## src/rtl/core/wbss_pkg.sv

```systemverilog
// ----------------------------------------------------------------------------
// wbss_pkg: shared types and constants for the wildcard signature scanner
// Register map, status codes, configuration bundle and default parameters.
// ----------------------------------------------------------------------------
package wbss_pkg;

	// signature storage is fixed at sixteen bytes
	localparam int SIG_BYTES = 16;
	localparam int SIG_BITS  = SIG_BYTES * 8;
	localparam int LEN_W     = 5;
	localparam int CARE_W    = 16;
	localparam int ADDR_W    = 64;
	localparam int TALLY_W   = 8;

	// default parameter values
	localparam int DEF_MAX_PATTERN = 16;
	localparam int DEF_OFFSET_BITS = 32;

	// configuration port
	localparam int PADDR_W = 6;
	localparam int PDATA_W = 64;

	// register index, taken from paddr[5:3]
	typedef enum logic [2:0] {
		REG_PAT_LO = 3'd0,
		REG_PAT_HI = 3'd1,
		REG_CARE   = 3'd2,
		REG_LEN    = 3'd3,
		REG_BASE   = 3'd4
	} reg_idx_t;

	// result status
	typedef enum logic [1:0] {
		ST_NOT_FOUND = 2'd0,
		ST_UNIQUE    = 2'd1,
		ST_AMBIGUOUS = 2'd2
	} scan_status_t;

	// output tdata layout
	localparam int OUT_DATA_W = 80;

	// configuration bundle from the register block
	typedef struct packed {
		logic [SIG_BITS-1:0] pattern;
		logic [CARE_W-1:0]   care;
		logic [LEN_W-1:0]    len;
		logic [ADDR_W-1:0]   base;
	} cfg_t;

endpackage

```

## src/rtl/core/wbss_regs.sv

```systemverilog
// ----------------------------------------------------------------------------
// wbss_regs: configuration register block
// APB-style write/read access to the signature, care mask, length and base.
// ----------------------------------------------------------------------------
module wbss_regs (
	input  logic                            clk,
	input  logic                            arst_n,
	input  logic                            psel,
	input  logic                            penable,
	input  logic                            pwrite,
	input  logic [wbss_pkg::PADDR_W-1:0]    paddr,
	input  logic [wbss_pkg::PDATA_W-1:0]    pwdata,
	output logic [wbss_pkg::PDATA_W-1:0]    prdata,
	output logic                            pready,
	output wbss_pkg::cfg_t                  cfg
);
	import wbss_pkg::*;

	logic [SIG_BITS/2-1:0] pat_lo_q;
	logic [SIG_BITS/2-1:0] pat_hi_q;
	logic [CARE_W-1:0]     care_q;
	logic [LEN_W-1:0]      len_q;
	logic [ADDR_W-1:0]     base_q;
	logic                  wr_en;
	reg_idx_t              idx;

	assign pready = 1'b1;
	assign idx    = reg_idx_t'(paddr[5:3]);
	assign wr_en  = psel & penable & pwrite & pready;

	// register writes
	always_ff @(posedge clk or negedge arst_n) begin
		if (!arst_n) begin
			pat_lo_q <= '0;
			pat_hi_q <= '0;
			care_q   <= '0;
			len_q    <= '0;
			base_q   <= '0;
		end else if (wr_en) begin
			case (idx)
				REG_PAT_LO: pat_lo_q <= pwdata;
				REG_PAT_HI: pat_hi_q <= pwdata;
				REG_CARE:   care_q   <= pwdata[CARE_W-1:0];
				REG_LEN:    len_q    <= pwdata[LEN_W-1:0];
				REG_BASE:   base_q   <= pwdata;
				default: ;
			endcase
		end
	end

	// read mux
	always_comb begin
		case (idx)
			REG_PAT_LO: prdata = pat_lo_q;
			REG_PAT_HI: prdata = pat_hi_q;
			REG_CARE:   prdata = PDATA_W'(care_q);
			REG_LEN:    prdata = PDATA_W'(len_q);
			REG_BASE:   prdata = base_q;
			default:    prdata = '0;
		endcase
	end

	assign cfg.pattern = {pat_hi_q, pat_lo_q};
	assign cfg.care    = care_q;
	assign cfg.len     = len_q;
	assign cfg.base    = base_q;

endmodule

```

## src/rtl/core/wbss_cell.sv

```systemverilog
// ----------------------------------------------------------------------------
// wbss_cell: one window byte of the scan chain
// Holds an image byte, passes it to the next cell on each transfer and checks
// it against the signature byte that lines up with its place in the window.
// ----------------------------------------------------------------------------
module wbss_cell #(
	parameter int IDX = 0
) (
	input  logic                              clk,
	input  logic                              shift_en,
	input  logic [7:0]                        byte_in,
	input  logic [wbss_pkg::SIG_BITS-1:0]     pattern,
	input  logic [wbss_pkg::CARE_W-1:0]       care,
	input  logic [wbss_pkg::LEN_W-1:0]        len,
	output logic [7:0]                        byte_out,
	output logic                              ok
);
	import wbss_pkg::*;

	localparam logic [6:0] IDX_W = 7'(IDX);

	logic [7:0] byte_q;
	logic [6:0] k_full;
	logic [3:0] k;
	logic       in_window;

	// window byte, newest at cell zero
	always_ff @(posedge clk) begin
		if (shift_en) begin
			byte_q <= byte_in;
		end
	end

	// cell j faces signature byte len-1-j
	always_comb begin
		k_full    = 7'(len) - 7'd1 - IDX_W;
		k         = k_full[3:0];
		in_window = 7'(len) > IDX_W;
		ok        = !in_window || !care[k] || (byte_q == pattern[k*8 +: 8]);
	end

	assign byte_out = byte_q;

endmodule

```

## src/rtl/core/wildcard_byte_signature_scan.sv

```systemverilog
// ----------------------------------------------------------------------------
// wildcard_byte_signature_scan: masked byte signature search over an image
// Chain of window cells, a compare/tally stage and a registered result.
// ----------------------------------------------------------------------------
// Usage:
//   The image streams in on the s_ group, one byte per transfer in s_tdata,
//   with s_tlast on its final byte. One result per image leaves on the m_
//   group: status, match address (base plus offset when unique) and count.
//   Signature, care mask, length and image base are set through the APB
//   port while the block is idle; registers sit at 8-byte strides.
//   Throughput is one byte per cycle while s_tready is high: the window
//   shifts through the cell chain at each transfer and all cells compare
//   in parallel the next cycle. The last byte's transfer loads the window
//   register, and the result register then loads and raises m_tvalid once
//   a waiting result has been taken.
//   If the receiver stalls while a result waits and another image ends,
//   s_tready drops until the waiting result is taken; other bytes keep
//   flowing. Reset clears the configuration registers, the counters and
//   the valid flags; scan state also clears after every image.
// ----------------------------------------------------------------------------
module wildcard_byte_signature_scan #(
	parameter int MAX_PATTERN = wbss_pkg::DEF_MAX_PATTERN,
	parameter int OFFSET_BITS = wbss_pkg::DEF_OFFSET_BITS
) (
	input  logic                              clk,
	input  logic                              arst_n,
	// image byte stream
	input  logic                              s_tvalid,
	output logic                              s_tready,
	input  logic [7:0]                        s_tdata,   // [7:0] image_byte
	input  logic                              s_tlast,   // last_byte
	// result stream
	output logic                              m_tvalid,
	input  logic                              m_tready,
	// [1:0] scan_status, [65:2] match_address, [73:66] match_count, rest zero
	output logic [wbss_pkg::OUT_DATA_W-1:0]   m_tdata,
	// configuration
	input  logic                              psel,
	input  logic                              penable,
	input  logic                              pwrite,
	input  logic [wbss_pkg::PADDR_W-1:0]      paddr,
	input  logic [wbss_pkg::PDATA_W-1:0]      pwdata,
	output logic [wbss_pkg::PDATA_W-1:0]      prdata,
	output logic                              pready
);
	import wbss_pkg::*;

	localparam int LEN_LIMIT = (MAX_PATTERN < SIG_BYTES) ? MAX_PATTERN : SIG_BYTES;

	cfg_t                    cfg;
	logic [7:0]              chain [MAX_PATTERN];
	logic [MAX_PATTERN-1:0]  cell_ok;
	logic                    xfer_in;
	logic                    stall;

	logic [OFFSET_BITS-1:0]  seen_q;
	logic [OFFSET_BITS-1:0]  seen_next;
	logic [OFFSET_BITS-1:0]  seen_s1;
	logic                    valid_s1;
	logic                    last_s1;

	logic [TALLY_W-1:0]      tally_q;
	logic [OFFSET_BITS-1:0]  first_q;
	logic [TALLY_W-1:0]      tally_next;
	logic [OFFSET_BITS-1:0]  first_next;
	logic                    len_ok;
	logic                    hit;
	logic                    done;

	logic                    out_valid_q;
	scan_status_t            status_q;
	logic [ADDR_W-1:0]       addr_q;
	logic [TALLY_W-1:0]      count_q;
	scan_status_t            status_d;
	logic [ADDR_W-1:0]       addr_d;

	// configuration registers
	wbss_regs u_regs (
		.clk     (clk),
		.arst_n  (arst_n),
		.psel    (psel),
		.penable (penable),
		.pwrite  (pwrite),
		.paddr   (paddr),
		.pwdata  (pwdata),
		.prdata  (prdata),
		.pready  (pready),
		.cfg     (cfg)
	);

	// flow control: a finished image waits only on a full, stalled output
	assign stall    = valid_s1 & last_s1 & out_valid_q & ~m_tready;
	assign s_tready = ~stall;
	assign xfer_in  = s_tvalid & s_tready;

	// window chain
	genvar j;
	generate
		for (j = 0; j < MAX_PATTERN; j++) begin : g_cell
			logic [7:0] cell_in;
			if (j == 0) begin : g_head
				assign cell_in = s_tdata;
			end else begin : g_link
				assign cell_in = chain[j-1];
			end
			wbss_cell #(
				.IDX (j)
			) u_cell (
				.clk      (clk),
				.shift_en (xfer_in),
				.byte_in  (cell_in),
				.pattern  (cfg.pattern),
				.care     (cfg.care),
				.len      (cfg.len),
				.byte_out (chain[j]),
				.ok       (cell_ok[j])
			);
		end
	endgenerate

	// saturating byte count
	assign seen_next = (&seen_q) ? seen_q : seen_q + OFFSET_BITS'(1);

	always_ff @(posedge clk or negedge arst_n) begin
		if (!arst_n) begin
			seen_q   <= '0;
			valid_s1 <= 1'b0;
			last_s1  <= 1'b0;
		end else if (s_tready) begin
			valid_s1 <= s_tvalid;
			if (s_tvalid) begin
				seen_q  <= s_tlast ? '0 : seen_next;
				last_s1 <= s_tlast;
			end
		end
	end

	// count that goes with the byte in the window stage
	always_ff @(posedge clk) begin
		if (xfer_in) begin
			seen_s1 <= seen_next;
		end
	end

	// window compare and tally update
	always_comb begin
		len_ok     = (cfg.len != '0) && (cfg.len <= LEN_W'(LEN_LIMIT));
		hit        = len_ok && (seen_s1 >= OFFSET_BITS'(cfg.len)) && (&cell_ok);
		tally_next = tally_q;
		first_next = first_q;
		if (hit) begin
			if (tally_q == '0) begin
				first_next = seen_s1 - OFFSET_BITS'(cfg.len);
			end
			if (tally_q != '1) begin
				tally_next = tally_q + TALLY_W'(1);
			end
		end
		done = valid_s1 & last_s1 & ~stall;
	end

	always_ff @(posedge clk or negedge arst_n) begin
		if (!arst_n) begin
			tally_q <= '0;
			first_q <= '0;
		end else if (valid_s1 && !stall) begin
			tally_q <= last_s1 ? '0 : tally_next;
			first_q <= last_s1 ? '0 : first_next;
		end
	end

	// result decode
	always_comb begin
		if (tally_next == '0) begin
			status_d = ST_NOT_FOUND;
			addr_d   = '0;
		end else if (tally_next == TALLY_W'(1)) begin
			status_d = ST_UNIQUE;
			addr_d   = cfg.base + ADDR_W'(first_next);
		end else begin
			status_d = ST_AMBIGUOUS;
			addr_d   = '0;
		end
	end

	// output register
	always_ff @(posedge clk or negedge arst_n) begin
		if (!arst_n) begin
			out_valid_q <= 1'b0;
		end else if (done) begin
			out_valid_q <= 1'b1;
		end else if (m_tready) begin
			out_valid_q <= 1'b0;
		end
	end

	always_ff @(posedge clk) begin
		if (done) begin
			status_q <= status_d;
			addr_q   <= addr_d;
			count_q  <= tally_next;
		end
	end

	assign m_tvalid = out_valid_q;
	assign m_tdata  = {{(OUT_DATA_W - TALLY_W - ADDR_W - 2){1'b0}}, count_q, addr_q, status_q};

endmodule
```

## config.mk

```make
export PLATFORM = sky130hd
export DESIGN_NAME = wildcard_byte_signature_scan
export DESIGN_NICKNAME = d
export VERILOG_FILES = /design/src/rtl/core/wbss_pkg.sv /design/src/rtl/core/wbss_regs.sv /design/src/rtl/core/wbss_cell.sv /design/src/rtl/core/wildcard_byte_signature_scan.sv
export SDC_FILE = /design/constraint.sdc
export NUM_CORES = 1
export LEC_CHECK = 0
export ABC_CLOCK_PERIOD_IN_PS = 20400
export BUFFER_PORTS_ARGS = -buffer_cell sky130_fd_sc_hd__buf_2
export CORE_UTILIZATION = 45
export DETAILED_ROUTE_END_ITERATION = 10
export PLACE_DENSITY = 0.61
export SLEW_MARGIN = 40
export SYNTH_ARGS = -nofsm -noshare
export SYNTH_HDL_FRONTEND = slang
export SYNTH_SLANG_ARGS = --single-unit
```

## constraint.sdc

```tcl
create_clock -name clk -period 20.4 [get_ports clk]
set_clock_uncertainty 0.15 [all_clocks]
set_input_delay 3.06 -clock clk [delete_from_list [all_inputs] [get_ports clk]]
set_output_delay 3.06 -clock clk [all_outputs]
set_load 0.01 [all_outputs]
```

---- Word-level counts from Yosys, hierarchy flattened ----
Index checks and enable logic that the tools add are counted.
word-level totals
  logic and storage cells ................. 260
  flip-flop bits (word level) ............. 522
  input bits .............................. 86
operators by class
  magnitude comparators ................... 34
  add/sub/neg operators ................... 20
  equality and inequality tests ........... 22
  muxes and demuxes ....................... 44
  reduce and logical (&&, ||, !) cells .... 83
  shifts and indexed selects .............. 16
  bitwise gates (word level) .............. 10
operators with widths
  operator                 number
  $shiftx A128 B8 Y8       16
  $pmux W64 S5             1
  $mux W32                 5
  $eq A8 B8 Y1             16
  $lt A4 B5 Y1 const B     16
  $add A64 B32 Y64         1
  $bmux W1 S4              16
  $gt A5 B4 Y1 const B     8
  $logic_not A1 Y1         33
  $add A32 B1 Y32 const B  1
  $ge A32 B5 Y1            1
  $logic_or A1 B1 Y1       32
  $reduce_and A32 Y1       1
  $sub A32 B5 Y32          1
  $sub A4 B4 Y4 const B    7
  $mux W8                  3
  $gt A5 B3 Y1 const B     4
  $mux W1                  18
  $logic_not A8 Y1         2
  $reduce_and A16 Y1       1
  $sub A4 B3 Y4 const B    4
  $reduce_and A2 Y1        6
  $sub A4 B1 Y4 const B    3
  $gt A5 B1 Y1 const B     2
  17 further kinds         31

---- Logic depth before layout (Yosys ltp) ----
Gate-level depths: netlist (run 1).
  word-level depth ........................ 13
  depth in mapped cells ................... 39
  gate-level depth less buffers ........... 30

---- Modules after synthesis ----
A second synthesis (run 1) with hierarchy kept.
second synthesis, totals
  cell total of the unflattened synthesis .. 3,912
  area, all modules ....................... 47,337.9 µm²
modules (own cells, without submodules)
  module                          area each (µm²)  seq. area each (µm²)  instances  cells each
  wildcard_byte_signature_scan    11,277.1         5,059.9               1          1,169
  wbss_regs                       10,029.6         5,330.1               1          746
  wbss_cell at g_cell[3].u_cell   2,058.2          240.2                 1          175
  wbss_cell at g_cell[11].u_cell  1,910.6          240.2                 1          155
  wbss_cell at g_cell[10].u_cell  1,696.6          240.2                 1          126
  wbss_cell at g_cell[7].u_cell   1,690.4          240.2                 1          130
  wbss_cell at g_cell[12].u_cell  1,650.3          240.2                 1          130
  wbss_cell at g_cell[4].u_cell   1,636.6          240.2                 1          118
  wbss_cell at g_cell[6].u_cell   1,599.0          240.2                 1          113
  wbss_cell at g_cell[15].u_cell  1,555.2          240.2                 1          124
  wbss_cell at g_cell[2].u_cell   1,542.7          240.2                 1          110
  wbss_cell at g_cell[14].u_cell  1,541.5          240.2                 1          112
  wbss_cell at g_cell[8].u_cell   1,540.2          240.2                 1          113
  wbss_cell at g_cell[9].u_cell   1,526.5          240.2                 1          120
  4 more rows                     --               --                    --         --

---- Least setup slack after synthesis (run 1) ----
Ideal clock, no wire load.
  kind .................................... register to register
  start point ............................. register u_regs.len_q[0]
  end point ............................... register addr_q[59] (data pin)
  period minus slack after synthesis ...... 8,529 ps
  library setup time ...................... 255 ps
  arrival time ............................ 8,124 ps
  path slack .............................. 11,871 ps
  cell stages (with the launch flop) ...... 39
  cell sequence ........................... dfrtp_1 > buf_6 > buf_6 > inv_1 > ha_1 > buf_2 > xnor2_2 > clkinv_1 > buf_2 > buf_2 > ha_1 > clkbuf_1 > clkbuf_1 > clkbuf_1 > mux4_2 > mux2i_1 > mux2i_1 > xnor2_1 > [... 3 more ...] > nand4_4 > nor3_2 > buf_2 > mux2_2 > ha_1 > a21o_1 > a21o_1 > a21o_1 > a21o_1 > a21oi_1 > a2bb2oi_1 > o31ai_1 > o21a_1 > a311o_1 > clkbuf_1 > nand4_1 > xor2_1 > nor3_2
between the ends
  longest elaborated chain between the ends .. 13
ends and longest elaborated chain
  what                                                       RTL line                             RTL
  from (decl)                                                wbss_regs.sv:22                      logic [LEN_W-1:0] len_q;
  from (signal assigned)                                     wbss_regs.sv:44                      REG_LEN: len_q <= pwdata[LEN_W-1:0];
  branches (longest 13 deep; another with $add A64 B32 Y64)  --
  to (signal assigned)                                       wildcard_byte_signature_scan.sv:200  addr_q <= addr_d;
  to (decl)                                                  wildcard_byte_signature_scan.sv:72   logic [ADDR_W-1:0] addr_q;
Several ways; the timed one is not identified. The select of a mux whose other input is x is not followed.
A chain may end at the register's enable or synchronous reset.

---- Worst setup path after layout (run 1) ----
  start point ............................. register u_regs.len_q[1]
  end point ............................... register addr_q[63] (data pin)
The elaborated chain is that of the path after synthesis.

==> run metrics, run 1 <==
core area roughly 75,000 um^2; worst vdd ir around 0.092 mV; Fin. Hold Viols 0; status complete, no violations; Final setup violation count 0; crit-path leading delay family simple AND/OR/NAND/NOR gates; GRT overflow 0; CP startpoint kind register; Setup Fix Bufs, Post-CTS 0; max-slew violation count 0; number of remaining DRC errors 0; Clk Tree Root Cell clkbuf_16; width of the die about 280 um; CP dominant cell by count buf_4; post-route setup slack ~9.6 ns; IO buf count 222; maximum fanout along the worst path roughly 40; Worst-Margin Slew a little under 0.9 ns; register area share after synthesis 0.418; crit path buf inv count 7; Max-Cap Viols 0; fmax slightly above 90 MHz; number of synthesized flops with an enable pin 234; slowest CP cell a311o_1; routability cong. between 1 and 1.5; via count ~25k; number of gates resized after CTS 0; ys async rst share 0.552; min Tclk post-route between 10 and 15 ns; initial antenna violation count 13; prevailing post-synth register cell dfrtp_1; largest net degree at the start of global routing about 100; vias per cell approximately 6.3; grt met1 use 0.378; CP max stage delay between 0.7 and 0.8 ns; Mapped Area roughly 34,000 um^2; share of layout cells above drive strength 1 0.316; number of global-route vias before repair 24.5k; period utilization 0.528; 1st-iter DRT viols roughly 2.4k; CTS Buf Count 58; PwrDens between 100 and 150 nW/um^2; die height ~280 um; FF+latch count, synth 522; initial core utilization 0.456; I/O pin total about 230; CTS tree built; Worst-path clk slew about 0.060 ns; Worst EP arrival between 10 and 15 ns; routed wire length approximately 110,000 um; num rows 100; Yosys top cell area share 0.212; Area Overhead vs Synth 12.3%; wire length per cell 28.1 um; Mean Syn Cell Area about 12 um^2; Yosys cell types between 70 and 80; first-pass GRT wire length between 150,000 and 200,000 um; Post-Synthesis Cells 2,764; most crowded layer after global routing met2; YS warnings 0; Max-Slew Margin vs Limit 0.421; TNS Setup 0 ns; WHS approximately 0.32 ns; hpwl dp about 84,000 um; WP data required slightly above 20 ns; antenna-violating nets left 0; DP Worst Slack roughly 9.6 ns; Leak Pwr between 15 and 20 nW; Worst Setup Path Type register to register; TritonRoute pass-1 iters 5; commonest cells after routing, fill and taps aside mux2_2 (303), dfrtp_1 (285), mux2i_1 (267), edfxtp_1 (234), buf_2 (220); deepest clock path buffer count 3; CTS Sinks 522; Synth area leader dfrtp_1; GRT Overall Usage 0.285; H-Tree Depth 2; met3 Use GR 0.0418; most common cell after layout, fill and taps aside mux2_2; die area approximately 77,000 um^2; RSZ-0062 raised after global routing false; post-layout net count ~3k; Hold Path Class register to register; cts hold-fix bufs 0; critical path endpoint category register; clock latency on the worst-skew pair 0.64 ns; top cells by area, synth dfrtp_1 (21%), edfxtp_1 (21%), mux4_2 (12%); met2 Use GR 0.468
through the flow:
stage	std cells	util	power [mW]	area, um^2
finish	3939	0.512	5.13	38200
global route	3936	0.512	5.32	38200
CTS	3930	0.511	5.11	38100
detailed placement	3821	0.484	3.94	36100
global placement	3813	0.481	3.88	35900
floorplan	2769	-	3.16	34000
worst register-to-register path: cells and delay by family, from the launching register on:
family / cells / cell delay (ns)
AOI/OAI and AO/OA: 5 / 2.03
xor gates and xnor gates: 2 / 0.98
adders and majority gates: 3 / 1.37
buffers and inverters: 7 / 2.06
DFF: 1 / 0.67
muxes: 2 / 0.96
and+or+nand+nor: 9 / 2.36
Yosys cell counts, types with 21 or more instances:
| cell | n |
|---|---|
| xor2_1 | 91 |
| nand4_1 | 38 |
| o21ai_0 | 77 |
| a21oi_1 | 116 |
| dfrtp_1 | 288 |
| ha_1 | 51 |
| buf_2 | 43 |
| nor3_1 | 34 |
| a21o_1 | 28 |
| nor2_1 | 181 |
| buf_1 | 21 |
| nand3_1 | 40 |
| and3_1 | 21 |
| mux4_2 | 175 |
| xnor2_1 | 162 |
| edfxtp_1 | 234 |
| nand2_1 | 116 |
| inv_1 | 24 |
| mux2_2 | 303 |
| a32o_1 | 30 |
| clkbuf_1 | 89 |
| mux2i_1 | 268 |
| nor3_2 | 50 |
state kept, by name, summed over array words and instances (netlist names), 32 cells and up:
signal                  count
u_regs.pat_lo_q            64
u_regs.base_q              64
first_q                    32
g_cell.u_cell.byte_out    128
seen_q                     32
seen_s1                    32
addr_q                     64
u_regs.pat_hi_q            64
report_power, final:
group / internal, mW / switching, mW / leakage [nW] / total, mW
logic: 1.09 / 1.41 / 8.27 / 2.49
registers: 1.26 / 0.217 / 6.06 / 1.48
clock network: 0.696 / 0.459 / 0.998 / 1.15
final timing paths:
kind,startpoint,endpoint,slack (ns),depth (start not counted)
setup / recovery,u_regs.len_q[1],addr_q[63],9.62,28
hold / removal,g_cell[14].u_cell.byte_out[7],g_cell[15].u_cell.byte_out[7],0.32,0
setup reg to reg,u_regs.len_q[1],addr_q[63],9.62,28
hold reg to reg,g_cell[14].u_cell.byte_out[7],g_cell[15].u_cell.byte_out[7],0.32,0
max in group asynchronous,arst_n,u_regs.len_q[0],16.56,3
min in group asynchronous,arst_n,u_regs.base_q[37],2.22,1
kinds of logic (layout without fill, tap and decap cells):
kind of cell	after synthesis	count (layout)	synth area share
AO/OA/AOI/OAI	379	379	0.0739
multiplexers	748	748	0.296
AND/OR/NAND/NOR	587	587	0.0924
XOR/XNOR	258	258	0.0685
other	2	14	0.000221
adder cells (fa/ha/maj)	53	53	0.0199
flip-flops	522	522	0.418
buffers and inverters	215	409	0.0309
metal layers:
metal  wire (um)  share of wire
met1       45600           0.41
met2       53100           0.48
met3        6830          0.062
met4        5130          0.046
met5          30        0.00027
final cells by class:
class	instances	area, um^2
clock buffer	70	1530
inverter	27	109
fill	6565	36400
multi-input combinational	2032	18900
clock inverter	39	527
timing repair buffer	273	1660
antenna	7	17.5
tap	969	1210
sequential	522	14200
(Power assumes the default switching activity.)
==> run 2, diff against run 1 <==
Settings changed: ABC_CLOCK_PERIOD_IN_PS 20400 to 9400, PLACE_DENSITY 0.61 to 0.64.
Clock period 20.4 ns to 9.4 ns, I/O delays scaled along.
==> run 2 against run 1 <==
Against the previous run: final area grew 0.65%; clock-buffer cell count grew 11; sequential cell count is the same; first-iteration DRC count is the same; cell count grew 0.28%; via count grew 0.96%; maximum frequency grew 20%; non-clock buffer count grew 16; sequential share of layout area shrank 0.24 points; global-route usage grew 0.11 points; worst setup slack lost 9.2 ns.
==> run metrics, run 2 (synthesized netlist as in run 1, its figures left out) <==
worst vdd ir 0.228 mV (+150%); 1st-iter DRT viols 2,365 (unchanged); clock latency on the worst-skew pair 0.64 ns (about the same); Setup crit end addr_q[60]; CTS tree built; die area 76,700 um^2 (unchanged); critical path endpoint category register; Internal 6.71 mW (+120%); routed wire length 111,000 um (+0.31%); IO buf count 222 (unchanged); maximum fanout along the worst path 89 (+120%); CTS Buf Count 59 (+1.7%); max FFs per register 128 (unchanged); Setup Fix Bufs, Post-CTS 0 (unchanged); cell chain of the critical path buf_12 -> buf_16 -> mux4_2 -> mux4_2 -> xor2_1 -> nor4_1 -> a21oi_1 -> a2111oi_4 -> nand4_4 -> buf_4 -> nor3_4 -> buf_12 -> buf_4 -> mux2_2 -> ha_1 -> and3_1 -> nand2_1 -> a211oi_1 -> o21ai_0 -> a21boi_0 -> o21ai_1 -> a2111oi_1 -> xnor2_1 -> nor3_2; Switching Fraction 0.399 (-0.00698); commonest cells after routing, fill and taps aside mux2_2 (303), dfrtp_1 (286), mux2i_1 (267), edfxtp_1 (234), buf_2 (220); period utilization 0.954 (+0.425); CP startpoint kind register; largest net degree at the start of global routing 90 (-8.2%); Clk Tree Root Cell clkbuf_16; fmax 112 MHz (+20%); share of layout cells above drive strength 1 0.323 (+0.00726); fillcell total 6,431 (-2.0%); initial core utilization 0.456 (unchanged); TNS Setup 0 ns (unchanged); Final setup violation count 0 (unchanged); I/O pin total 233 (unchanged); Worst-path clk slew 0.06 ns (about the same); Max-Slew Margin vs Limit 0.469 (+0.0481); post-layout net count 3,070 (+0.56%); max-slew violation count 0 (unchanged); switching power 4.46 mW (+110%); GRT Overall Usage 0.286 (+0.00108); Worst Setup Path Type register to register; PwrDens 291 nW/um^2 (+120%); cts hold-fix bufs 0 (unchanged); Hold Path Class register to register; status complete, no violations; hpwl dp 84,800 um (+0.66%); core area 74,600 um^2 (unchanged); multi-input logic area 18,900 um^2 (about the same); first-pass GRT wire length 164,000 um (+0.34%); RR Endpoint addr_q[60]; Seq pwr share 0.286 (-0.002); Max-Cap Viols 0 (unchanged); Clk pwr share 0.228 (+0.003); Leak Pwr 15.5 nW (+1.1%); Layout Utilization 0.515 (+0.00332); R2R Path Start u_regs.len_q[0]; most common cell after layout, fill and taps aside mux2_2; Area Overhead vs Synth 13.0%; min Tclk post-route 8.97 ns (-1.81 ns); HP Start g_cell[5].u_cell.byte_out[5]; Worst setup startpoint u_regs.len_q[0]; CP max stage delay 0.64 ns (-0.09 ns); number of remaining DRC errors 0 (unchanged); combinational share of power 0.486 (about the same); GRT overflow 0 (unchanged); H-Tree Depth 2 (unchanged); vias per cell 6.33 (+0.68%); r2r worst-path depth 24 (-14%); width of the die 277 um (unchanged); RSZ-0062 raised after global routing false; Fin. Hold Viols 0 (unchanged); slowest CP cell mux4_2; initial antenna violation count 7 (-6); Sequential Area 14,200 um^2 (about the same); WP data required 9.60 ns (-11.08 ns); antenna-violating nets left 0 (unchanged); deepest clock path buffer count 3 (unchanged); CTS Sinks 522 (unchanged); Worst EP arrival 9.17 ns (-1.89 ns); via count 25.0k (+0.96%); number of global-route vias before repair 24.7k (+1.1%); wire length per cell 28.1 um (about the same); TritonRoute pass-1 iters 5 (unchanged); die height 277 um (unchanged); Worst-Margin Slew 0.791 ns (-0.0775 ns); num rows 100 (unchanged); reg-to-reg setup timing slack 0.43 ns (-9.19 ns); routability cong. 1.01 (-1.1%)
## run 2: cell types whose count changed in the layout (fill, tap and decap cells not counted), sizes merged
cell	before	now
buf	272	289
bufinv	13	10
clkinv	22	14
inv	28	30
clkinvlp	3	2
clkbuf	71	81
diode	7	1
## run 2: critical path: cells and delay by family (launching register included)
family | cells | cell delay (ns)
AOI/OAI and AO/OA | 7 | 2.40
buffers and inverters | 5 | 1.71
muxes | 3 | 1.54
and+or+nand+nor | 6 | 1.44
DFF | 1 | 0.55
adders and majority gates | 1 | 0.37
xor gates and xnor gates | 2 | 0.35
## run 2: power groups by stage
stage	logic [mW]	clock network [mW]	registers, mW
4_1_cts	5.37	2.57	3.19
3_5_place_dp	5.34	0	3.23
6_report	5.43	2.55	3.20
2_1_floorplan	3.83	0	3.03
3_3_place_gp	5.26	0	3.20
5_1_grt	5.72	2.66	3.23
## run 2: final cells by class
type / count / area share
antenna: 1 / 0.0000651
clock buffer: 81 / 0.0448
clock inverter: 29 / 0.0111
inverter: 27 / 0.00283
multi-input combinational: 2032 / 0.491
sequential: 522 / 0.370
tap: 969 / 0.0315
timing repair buffer: 289 / 0.0478
## run 2: layer usage
metal / vias to the layer above / share of wire / GRT usage
met5: - / 0.00052 / 0
met4: 10 / 0.039 / 0.104
met3: 190 / 0.069 / 0.0416
met2: 1024 / 0.49 / 0.477
met1: 12900 / 0.40 / 0.378
li1: 10900 / - / -
## run 2: metrics by stage
step	total power, mW	hold slack (ns)	instances	setup slack (ns)	cell area [um^2]
6_report	11.2	0.315	3950	0.435	38400
5_1_grt	11.6	0.327	3950	0.0979	38400
4_1_cts	11.1	0.315	3949	0.384	38400
3_5_place_dp	8.57	0.307	3839	0.423	36300
3_3_place_gp	8.46	0.301	3835	0.618	36100
2_1_floorplan	6.85	0.298	2769	0.871	34000
## run 2: worst min path at each step
stage | to | slack (ns) | cells past startpoint
after floorplan | g_cell[10].u_cell.byte_out[1] | 0.30 | 0
after global placement | g_cell[13].u_cell.byte_out[6] | 0.30 | 0
after detailed placement | g_cell[6].u_cell.byte_out[5] | 0.31 | 0
after CTS | g_cell[6].u_cell.byte_out[5] | 0.31 | 0
after global routing | g_cell[13].u_cell.byte_out[6] | 0.33 | 0
final | g_cell[6].u_cell.byte_out[5] | 0.31 | 0
## run 2: timing repair
item,4_1_cts,5_1_grt
hold endpoints to repair,0,0
setup endpoints to repair,0,13
gates resized for setup,0,4
==> run 3, diff against run 2 <==
Settings changed: SETUP_SLACK_MARGIN from default to 0.5.
==> run 3 against run 2 <==
Against the previous run: cell count is essentially flat; clock power is essentially flat; via count hardly changed; clock-buffer cell count unchanged; critical path type unchanged; register-to-register slack improved by 0.32 ns; largest cell class unchanged.
==> run metrics, run 3 (synthesized netlist as in run 1, its figures left out) <==
slowest CP cell ha_4; H-Tree Depth 2 (unchanged); Fin. Hold Viols 0 (unchanged); Worst-path clk slew 0.07 ns (about the same); reg-to-reg setup timing slack 0.75 ns (+0.32 ns); initial antenna violation count 7 (unchanged); Seq pwr share 0.286 (about the same); switching power 4.48 mW (+0.41%); CP dominant cell by count a21o_1; share of layout cells above drive strength 1 0.323 (+0.000563); Sequential Area 14,200 um^2 (unchanged); CP max stage delay 0.57 ns (-0.07 ns); crit-path leading delay family compound AO/OA/AOI/OAI gates; Leak Pwr 15.5 nW (about the same); Clk pwr share 0.228 (about the same); TNS Setup 0 ns (unchanged); width of the die 277 um (unchanged); initial core utilization 0.456 (unchanged); PwrDens 291 nW/um^2 (+0.11%); commonest cells after routing, fill and taps aside mux2_2 (303), dfrtp_1 (286), mux2i_1 (267), edfxtp_1 (234), buf_2 (220); num rows 100 (unchanged); period utilization 0.920 (-0.0335); r2r worst-path depth 29 (+21%); IO buf count 222 (unchanged); RR Endpoint addr_q[53]; number of remaining DRC errors 0 (unchanged); critical path endpoint category register; Final setup violation count 0 (unchanged); GRT Overall Usage 0.286 (about the same); routability cong. 1.01 (unchanged); post-route setup slack 0.750 ns (+0.315 ns); vias per cell 6.33 (about the same); multi-input logic area 18,900 um^2 (about the same); combinational share of power 0.487 (about the same); I/O pin total 233 (unchanged); CTS Sinks 522 (unchanged); Worst Setup Path Type register to register; worst vdd ir 0.228 mV (-0.26%); Internal 6.72 mW (+0.10%); final instance area 38,500 um^2 (+0.11%); fillcell total 6,426 (-0.078%); HP Start g_cell[5].u_cell.byte_out[5]; max-slew violation count 0 (unchanged); Clk Tree Root Cell clkbuf_16; max FFs per register 128 (unchanged); R2R Path Start u_regs.len_q[0]; via count 25.0k (+0.048%); Worst EP arrival 8.86 ns (-0.31 ns); most common cell after layout, fill and taps aside mux2_2; routed wire length 111,000 um (+0.25%); Worst-Margin Slew 0.803 ns (+0.0115 ns); WP data required 9.61 ns (about the same); die height 277 um (unchanged); Setup Fix Bufs, Post-CTS 0 (unchanged); fmax 116 MHz (+3.6%); grt met1 use 0.378 (about the same); TritonRoute pass-1 iters 6 (+1); Area Overhead vs Synth 13.1%; CTS tree built; die area 76,700 um^2 (unchanged); Switching Fraction 0.400 (+0.000742); deepest clock path buffer count 3 (unchanged); hpwl dp 84,800 um (unchanged); Post-DP Area 36,300 um^2 (unchanged); CTS Buf Count 59 (unchanged); antenna-violating nets left 0 (unchanged); met2 Use GR 0.477 (unchanged); largest net degree at the start of global routing 90 (unchanged); crit path buf inv count 6 (+1); cts hold-fix bufs 0 (unchanged); met3 Use GR 0.0416 (unchanged); RSZ-0062 raised after global routing true; Hold Path Class register to register; WHS Endpoint g_cell[6].u_cell.byte_out[5]; WHS 0.314 ns (-0.000780 ns); GRT overflow 0 (unchanged); clock latency on the worst-skew pair 0.65 ns (about the same); maximum fanout along the worst path 48 (-46%); 1st-iter DRT viols 2,498 (+5.6%); hold path cells 0 (unchanged); wire length per cell 28.2 um (+0.22%); first-pass GRT wire length 164,000 um (about the same); core area 74,600 um^2 (unchanged); DP Worst Slack 0.423 ns (unchanged); total chip power 11.2 mW (+0.22%); status complete, no violations; most crowded layer after global routing met2; post-layout net count 3,071 (+0.033%); Max-Slew Margin vs Limit 0.465 (-0.00412); Max-Cap Viols 0 (unchanged); number of global-route vias before repair 24.7k (-0.012%); CP startpoint kind register; min Tclk post-route 8.65 ns (-0.315 ns)
==> run 3: cell count changes in the layout (fill, tap and decap cells not counted) <==
cell,delta
buf_6,+1
buf_4,-1
xnor2_2,-1
a21boi_0,-1
a21boi_1,+1
clkbuf_16,+1
o21ai_1,-1
o21ai_2,+1
xnor2_4,+1
==> run 3: power by group through the flow <==
stage / logic [mW] / clock network, mW / registers, mW
2_1_floorplan: 3.83 / 0 / 3.03
3_3_place_gp: 5.26 / 0 / 3.20
3_5_place_dp: 5.34 / 0 / 3.23
4_1_cts: 5.37 / 2.57 / 3.19
5_1_grt: 5.73 / 2.66 / 3.23
6_report: 5.45 / 2.55 / 3.20
==> run 3: per-stage QoR <==
stage                      util  std cells
after global routing      0.516       3951
after CTS                 0.515       3949
final                     0.516       3951
after floorplan               -       2769
after global placement    0.484       3835
after detailed placement  0.486       3839
==> run 3: final cells by class <==
class	instances	share of cell area
antenna	1	0.0000650
sequential	522	0.370
tap	969	0.0315
clock inverter	29	0.0111
clock buffer	81	0.0447
inverter	27	0.00283
timing repair buffer	290	0.0485
multi-input combinational	2032	0.491
==> run 3: metal layers <==
layer | part of all wire | wire, um | vias up
li1 | - | - | 10800
met1 | 0.40 | 44900 | 12900
met2 | 0.49 | 54300 | 1057
met3 | 0.069 | 7670 | 197
met4 | 0.039 | 4300 | 10
met5 | 0.00052 | 58 | -
==> run 3: worst max-delay path by stage <==
stage | startpoint | depth (start not counted) | slack [ns] | endpoint
2_1_floorplan | u_regs.len_q[0] | 38 | 0.87 | addr_q[61]
3_3_place_gp | u_regs.len_q[0] | 30 | 0.62 | addr_q[58]
3_5_place_dp | u_regs.len_q[0] | 30 | 0.42 | addr_q[60]
4_1_cts | u_regs.len_q[0] | 32 | 0.60 | addr_q[55]
5_1_grt | u_regs.len_q[0] | 28 | 0.48 | addr_q[60]
6_report | u_regs.len_q[0] | 29 | 0.75 | addr_q[53]
==> run 3: timing repair <==
item	CTS	global route
pin swaps	0	1
gates cloned	0	1
endpoints found under the hold margin	0	0
setup endpoints to repair	17	33
gates resized for setup	4	4
==> run 3: worst register-to-register path: cells and delay by family (launching register included) <==
family          cells  cell delay (ns)
compound gates     11             2.52
mux                 3             1.36
buf+inv             6             1.33
simple gates        5             1.18
fa+ha+maj           2             0.92
flops               1             0.55
xor+xnor            2             0.38
